===== config.mk =====
export PLATFORM = sky130hd
export DESIGN_NAME = sgi_back
export DESIGN_NICKNAME = d
export VERILOG_FILES = /design/src/design/sgi_pkg.sv /design/src/design/sgi_back.sv
export SDC_FILE = /design/constraint.sdc
export NUM_CORES = 1
export LEC_CHECK = 0
export CAP_MARGIN = 40
export CORE_MARGIN = 1
export CORE_UTILIZATION = 35
export CTS_CLUSTER_DIAMETER = 50
export DETAILED_ROUTE_END_ITERATION = 10
export DONT_BUFFER_PORTS = 1
export SLEW_MARGIN = 10
export SYNTH_ARGS = -nofsm -noshare
export SYNTH_HDL_FRONTEND = slang
export SYNTH_SLANG_ARGS = --single-unit
export TNS_END_PERCENT = 5

===== constraint.sdc =====
create_clock -name clk -period 10.9 [get_ports clk]
set_input_delay 0.545 -clock clk [delete_from_list [all_inputs] [get_ports clk]]
set_output_delay 0.545 -clock clk [all_outputs]
set_load 0.1 [all_outputs]

===== src/design/sgi_pkg.sv =====
// ----------------------------------------------------------------------------
// Segment intersection package
// Widths, pipeline types, register indexes and latency figures shared by the
// segment intersection pipeline.
// ----------------------------------------------------------------------------
package sgi_pkg;

  // Coordinate format and derived datapath widths.
  localparam int CW   = 16;           // coordinate width
  localparam int AW   = CW + 1;       // line coefficient a, b
  localparam int CCW  = 2 * CW + 2;   // line constant c
  localparam int DW   = 2 * CW + 3;   // determinant
  localparam int PLW  = 2 * AW + 1;   // coefficient times low half of c
  localparam int NW   = 3 * CW + 4;   // crossing numerators
  localparam int QB   = CW + 1;       // quotient bits produced by the divider
  localparam int PW   = CW + 2;       // crossing point and box bounds
  localparam int EPSW = 16;
  localparam int TOLW = 12;
  localparam int CFG_IW = 8;
  localparam int CFG_DW = 16;

  // Configuration register indexes.
  localparam logic [CFG_IW-1:0] REG_DET_EPS = 8'd0;
  localparam logic [CFG_IW-1:0] REG_BOX_TOL = 8'd1;
  localparam logic [EPSW-1:0]   DET_EPS_RST = 16'd1;
  localparam logic [TOLW-1:0]   BOX_TOL_RST = 12'd3;

  // Largest quotient magnitudes that still fit the coordinate range.
  localparam logic [QB:0] QPOS_MAX = (QB + 1)'((2 ** (CW - 1)) - 1);
  localparam logic [QB:0] QNEG_MAX = (QB + 1)'(2 ** (CW - 1));

  // Pipeline depth: front end, one divider stage per quotient bit, back end.
  localparam int FRONT_LAT = 8;
  localparam int BACK_LAT  = 3;
  localparam int LAT       = FRONT_LAT + QB + BACK_LAT;

  typedef struct packed {
    logic signed [CW-1:0] sx1;
    logic signed [CW-1:0] sy1;
    logic signed [CW-1:0] ex1;
    logic signed [CW-1:0] ey1;
    logic signed [CW-1:0] sx2;
    logic signed [CW-1:0] sy2;
    logic signed [CW-1:0] ex2;
    logic signed [CW-1:0] ey2;
  } seg_t;

  typedef struct packed {
    logic signed [PW-1:0] lox1;
    logic signed [PW-1:0] hix1;
    logic signed [PW-1:0] loy1;
    logic signed [PW-1:0] hiy1;
    logic signed [PW-1:0] lox2;
    logic signed [PW-1:0] hix2;
    logic signed [PW-1:0] loy2;
    logic signed [PW-1:0] hiy2;
  } box_t;

  typedef struct packed {
    box_t box;
    logic par;
    logic negx;
    logic negy;
    logic ovfx;
    logic ovfy;
  } side_t;

  typedef struct packed {
    logic [NW-1:0] nx;
    logic [NW-1:0] ny;
    logic [DW-1:0] d;
    side_t         side;
  } div_in_t;

  typedef struct packed {
    logic [QB-1:0] qx;
    logic [QB-1:0] qy;
    logic [DW-1:0] rx;
    logic [DW-1:0] ry;
    logic [DW-1:0] d;
    side_t         side;
  } div_out_t;

  typedef struct packed {
    logic          hit;
    logic [CW-1:0] x;
    logic [CW-1:0] y;
  } res_t;

endpackage


===== src/design/sgi_back.sv =====
// ----------------------------------------------------------------------------
// Segment intersection back end
// Rounds the quotients, applies sign and range checks, and tests the point
// against both widened bounding boxes.
// ----------------------------------------------------------------------------
module sgi_back (
  input  logic               clk,
  input  logic               en,
  input  sgi_pkg::div_out_t  din,
  output sgi_pkg::res_t      res
);
  import sgi_pkg::*;

  logic [QB:0]          mx_r, my_r;
  side_t                sd1_r;
  logic signed [PW-1:0] px_r, py_r;
  logic                 ok_r;
  box_t                 box2_r;
  res_t                 res_r;
  logic                 inb;

  // Stage 1: round to nearest, ties away from zero.
  always_ff @(posedge clk) begin
    if (en) begin
      mx_r  <= {1'b0, din.qx} + (QB + 1)'(din.rx >= din.d - din.rx);
      my_r  <= {1'b0, din.qy} + (QB + 1)'(din.ry >= din.d - din.ry);
      sd1_r <= din.side;
    end
  end

  // Stage 2: apply the sign and check the coordinate range.
  always_ff @(posedge clk) begin
    if (en) begin
      px_r   <= sd1_r.negx ? -$signed(mx_r) : $signed(mx_r);
      py_r   <= sd1_r.negy ? -$signed(my_r) : $signed(my_r);
      ok_r   <= !sd1_r.par && !sd1_r.ovfx && !sd1_r.ovfy &&
                (sd1_r.negx ? (mx_r <= QNEG_MAX) : (mx_r <= QPOS_MAX)) &&
                (sd1_r.negy ? (my_r <= QNEG_MAX) : (my_r <= QPOS_MAX));
      box2_r <= sd1_r.box;
    end
  end

  // Stage 3: bounding box test and result register.
  assign inb = (px_r >= box2_r.lox1) && (px_r <= box2_r.hix1) &&
               (py_r >= box2_r.loy1) && (py_r <= box2_r.hiy1) &&
               (px_r >= box2_r.lox2) && (px_r <= box2_r.hix2) &&
               (py_r >= box2_r.loy2) && (py_r <= box2_r.hiy2);

  always_ff @(posedge clk) begin
    if (en) begin
      res_r.hit <= ok_r && inb;
      res_r.x   <= (ok_r && inb) ? px_r[CW-1:0] : '0;
      res_r.y   <= (ok_r && inb) ? py_r[CW-1:0] : '0;
    end
  end

  assign res = res_r;

endmodule


# [After elaboration in Yosys (flattened, before gate mapping)]
# Index checks and enable logic that the tools add are counted.
[word_totals] in_bits=290 regBits=399 output_inout_bits=33 elab_cells=68
[classes] reduce_logical=15 n_addsub=6 muxes=4 magnitude_cmp=14
[ops] op="18-bit greater-or-equal comparator" n=4
[ops] op="18-bit <= comparator" n=4
[ops] op="35-bit greater-or-equal comparator" n=2
[ops] op="35-bit subtractor" n=2
[ops] op="17-bit by 1-bit adder with 18-bit output" n=2
[ops] op="18-bit by 15-bit <= comparator with 1-bit output (second input constant)" n=2
[ops] op="18-bit by 16-bit <= comparator with 1-bit output (second input constant)" n=2
[ops] op="18-bit two-way mux" n=2
[ops] op="18-bit negation" n=2
[ops] op="1-bit logical AND" n=12
[ops] op="1-bit logical NOT" n=3
[ops] op="1-bit two-way mux" n=2

# [Logic depth before layout (Yosys ltp)]
[logic_depth] ltp_word=9 depth_mapped=26 mapped_depth_nobuf=26

# [Worst setup path before layout]
# No wires, ideal clock.
[synth_path] path_type="input -> register" start="in din[196] (netlist bit)" end="reg my_r[16], data pin" slack_ns=5.854 path_stages=24 setup_ns=0.258 arrival_ns=4.788 t_required_ns=10.642 n_path_buf=1 path_cell_list="inv_1 ha_1 buf_2 a211oi_1 o21bai_1 a21o_1 a221o_1 o21ai_0 nor3_1 o41ai_1 xor2_1 ha_1 nand3_1 nor3_1 a221oi_1 o2111ai_1 a31oi_1 a221oi_1 ha_1 ha_1 and3_1 nor2b_1 nand4_1 xnor2_1"
[synth_between] elab_chain_len=3
[synth_rtl] element="start: declaration" line_no="sgi_back.sv:9" source="input sgi_pkg::div_out_t din,"
[synth_rtl] element="35-bit subtractor" line_no="sgi_back.sv:26" source="my_r <= {1'b0, din.qy} + (QB + 1)'(din.ry >= din.d - din.ry);"
[synth_rtl] element="35-bit greater-or-equal comparator *" line_no="sgi_back.sv:26"
[synth_rtl] element="17-bit by 1-bit adder with 18-bit output *" line_no="sgi_back.sv:26"
[synth_rtl] element="end signal: assignment" line_no="sgi_back.sv:26"
[synth_rtl] element="end: declaration" line_no="sgi_back.sv:14" source="logic [QB:0] mx_r, my_r;"
# Every way passes the cells marked *; elsewhere a longest branch is shown, timed or not.
# A chain may end at the register's enable or synchronous reset.

# [Final worst setup path]
[layout_path] start="in din[149] (netlist bit)" end="reg my_r[16], data pin"
[layout_between] elab_chain_len=3
[layout_rtl] element="35-bit subtractor" line_no="sgi_back.sv:26"
[layout_rtl] element="35-bit greater-or-equal comparator" line_no="sgi_back.sv:26"
[layout_rtl] element="17-bit by 1-bit adder with 18-bit output" line_no="sgi_back.sv:26"
# No other way between the ends.

==> results.py <==
metrics = {
    "sta": {
        "fin_crit_ns": 5.64,
        "finClkSkew_ns": 0.0248,
        "clock.fmax_mhz": 177,
        "slew_violations": 195,
        "rsz0062_at_grt": "false",
        "max-slew-margin-rel": -0.184,
        "tns_ns": 0,
        "worst_pin_slew_ns": 1.78,
        "hold_viol_final": 0,
        "final.period_utilization": 0.518,
        "setup_viol": 0,
    },
    "run": {
        "drv_cap": 0,
    },
    "pwr": {
        "p_per_area_nw_per_um2": 159,
        "ir_worst_vdd_mv": 0.105,
        "seqPwrFrac": 0.484,
        "swShare": 0.267,
        "p_clk_frac": 0.346,
        "p_leak_nw": 10.6,
        "internal-power_mw": 2.95,
        "power.switching_mw": 1.07,
        "pwr-share-comb": 0.170,
    },
    "clock_tree": {
        "hold_buffers": 0,
        "cts_sinks": 399,
        "clock_latency_ns": 0.55,
        "cts_tree": "yes",
        "post_cts_resized": 0,
        "h-tree-depth": 2,
        "cts_buffers": 42,
        "clkTransAtPathRegs_ns": 0.06,
        "ctsLongestPathBuffers": 3,
        "clockRootBuffer": "clkbuf_16",
        "postCtsSetupRepairBufs": 0,
    },
    "worst_setup_path": {
        "critPathRequiredTime_ns": 11.19,
        "path_common_cell": "ha_1",
        "ff2ff_path_depth": 10,
        "r2r-start": "py_r[3]",
        "crit_path_max_incr_delay_ns": 0.50,
        "worstSetupEndpointType": "register",
        "crit_fanout": 5,
        "arrival_ns": 5.93,
        "cp_slowest_cell": "a221oi_1",
        "reg2reg_slack_ns": 7.46,
        "startpoint_type": "input pin",
        "crit_family": "compound AO/OA/AOI/OAI gates",
        "crit_path_cell_trace": "inv_1 -> ha_1 -> fa_1 -> nand2b_1 -> a21oi_1 -> o211ai_1 -> nand2_1 -> a32oi_1 -> a211oi_1 -> a41oi_1 -> xor2_1 -> ha_1 -> nand4_1 -> nor2_1 -> nand2_1 -> or3_1 -> a221oi_1 -> ha_1 -> ha_1 -> and3_1 -> nor2b_1 -> nand4_1 -> xnor2_1",
        "path_class": "in -> reg",
        "path_buf_inv": 1,
        "r2r_end": "res[0]",
    },
    "final_layout": {
        "syn_to_final_growth_pct": 12.1,
        "stdcell_area_sq_um": 25200,
        "nets": 2499,
        "drive_above_1_share": 0.0446,
        "num_antenna_cells": 0,
    },
    "route": {
        "wl_per_cell_um": 20.9,
        "viasPerCell": 5.16,
        "vias": 14423,
        "drt_pass1_iterations": 6,
        "dr.first_iter.drc_count": 941,
        "drt_wl_total_um": 58400,
        "drc": 0,
        "ant_nets": 0,
    },
    "synth": {
        "ys_seq_area_frac": 0.533,
        "yosys-top-cells-area": "edfxtp_1 53%, ha_1 16%, inv_1 4.1%",
        "async_flop_share": 0,
        "synth_edf_count": 399,
        "ys_top_cells_by_count": "399 x edfxtp_1, 288 x ha_1, 248 x inv_1",
        "synth-seq-cells": 399,
        "yosysTopAreaCell": "edfxtp_1",
        "synth_top_area_frac": 0.533,
        "syn_avg_cell_area_sq_um": 12.0,
        "yosysWarnings": 0,
        "yosysMostFrequentCell": "edfxtp_1",
        "synthFlopType": "edfxtp_1",
        "syn_area_sq_um": 22500,
        "synth_cell_types": 67,
        "synth_fp_nets": 2458,
        "synthCells": 1878,
    },
    "floorplanning": {
        "die_h_um": 256,
        "row_count": 92,
        "coreArea_sq_um": 63300,
        "initial_utilization": 0.355,
        "die_x_um": 256,
        "ios": 323,
        "dieArea_sq_um": 65300,
    },
    "hold_path": {
        "whs_path_depth": 0,
        "hold_start": "din[107]",
        "hp-class": "in -> reg",
        "min_to": "sd1_r[107]",
    },
    "place": {
        "gp_congestion": 0.926,
        "dpl.hpwl_um": 47100,
        "portBuffers": 0,
        "dpl-instance-area_sq_um": 23900,
    },
    "global_routing": {
        "grt.overflow.total": 0,
        "antenna_found_initial": 4,
        "grt_pass1_wl_um": 87900,
        "grt.total_usage": 0.176,
        "grt_max_degree": 400,
        "grt_pass1_vias": 14670,
    },
    "outcome": {
        "outcome": "complete, but fails checks",
        "failed_checks": "max-slew violations",
    },
}
power by group through the flow:
stage	clock network, mW	logic (mW)	registers (mW)
3_5_place_dp	0	0.685	1.97
6_report	1.39	0.684	1.94
2_1_floorplan	0	0.494	1.94
3_3_place_gp	0	0.642	1.99
5_1_grt	1.49	0.784	1.95
4_1_cts	1.43	0.691	1.94
worst max-delay path by stage:
stage,depth (start not counted),endpoint,start
6_report,23,my_r[16],din[149]
5_1_grt,23,my_r[16],din[149]
4_1_cts,23,my_r[16],din[149]
3_5_place_dp,23,my_r[16],din[149]
3_3_place_gp,23,my_r[16],din[149]
2_1_floorplan,24,my_r[16],din[196]
layout by cell type, fill, tap and decap left out, drive strengths merged, types with 20 or more instances in the layout:
| cell type | netlist | routed |
|---|---|---|
| nor3 | 30 | 30 |
| nand4 | 44 | 44 |
| edfxtp | 399 | 399 |
| nand2 | 97 | 97 |
| nand3 | 33 | 33 |
| o21ai | 84 | 84 |
| ha | 288 | 288 |
| nor2 | 57 | 57 |
| and4 | 37 | 37 |
| xnor2 | 82 | 82 |
| a21oi | 98 | 98 |
| clkbuf | 18 | 54 |
| inv | 248 | 254 |
| nand2b | 27 | 27 |
| xor2 | 35 | 35 |
| a21o | 73 | 73 |
| and3 | 20 | 20 |
registers in the layout, indices dropped and copies added, names as in the netlist:
name,cells
px_r,18
ok_r,1
py_r,18
res,33
mx_r,18
box2_r,144
sd1_r,149
my_r,18
metrics by stage:
| stage | setup WS (ns) | hold WS, ns | util | total power, mW | instances |
|---|---|---|---|---|---|
| 6_report | 5.26 | 0.0855 | 0.398 | 4.02 | 2797 |
| 3_3_place_gp | 4.63 | 0.402 | 0.371 | 2.63 | 2705 |
| 5_1_grt | 4.77 | 0.0544 | 0.398 | 4.22 | 2797 |
| 3_5_place_dp | 4.58 | 0.405 | 0.377 | 2.66 | 2721 |
| 2_1_floorplan | 5.85 | 0.400 | - | 2.43 | 1878 |
| 4_1_cts | 5.13 | 0.0564 | 0.398 | 4.06 | 2797 |
worst reg2reg max path: cells and delay by family (launching register included):
family	cells	cell delay (ns)
AOI/OAI and AO/OA	6	1.72
buffers and inverters	1	0.24
and+or+nand+nor	2	0.37
DFF	1	0.50
adders and majority gates	1	0.36
layout make-up:
class | count | area, sq um
fillers | 6026 | 38100
flip-flops and latches | 399 | 12000
multi-input cells | 1211 | 9520
clock buffers | 54 | 1120
well taps | 846 | 1060
inverters | 248 | 931
repair buffers | 17 | 398
clock inverters | 22 | 220
routing by layer:
layer / vias up / track usage / routed length, um
met5: - / 0 / 40
met4: 6 / 0.0497 / 1390
met3: 70 / 0.0545 / 4430
met2: 359 / 0.305 / 28300
met1: 6902 / 0.209 / 24300
li1: 7086 / - / -
cells by family after synthesis:
family | synth area share
xor gates and xnor gates | 0.0455
muxes | 0.000445
buffers and inverters | 0.0448
and+or+nand+nor | 0.0998
adders and majority gates | 0.162
AOI/OAI and AO/OA | 0.115
DFF | 0.533
Power figures use the tool's default switching activity.
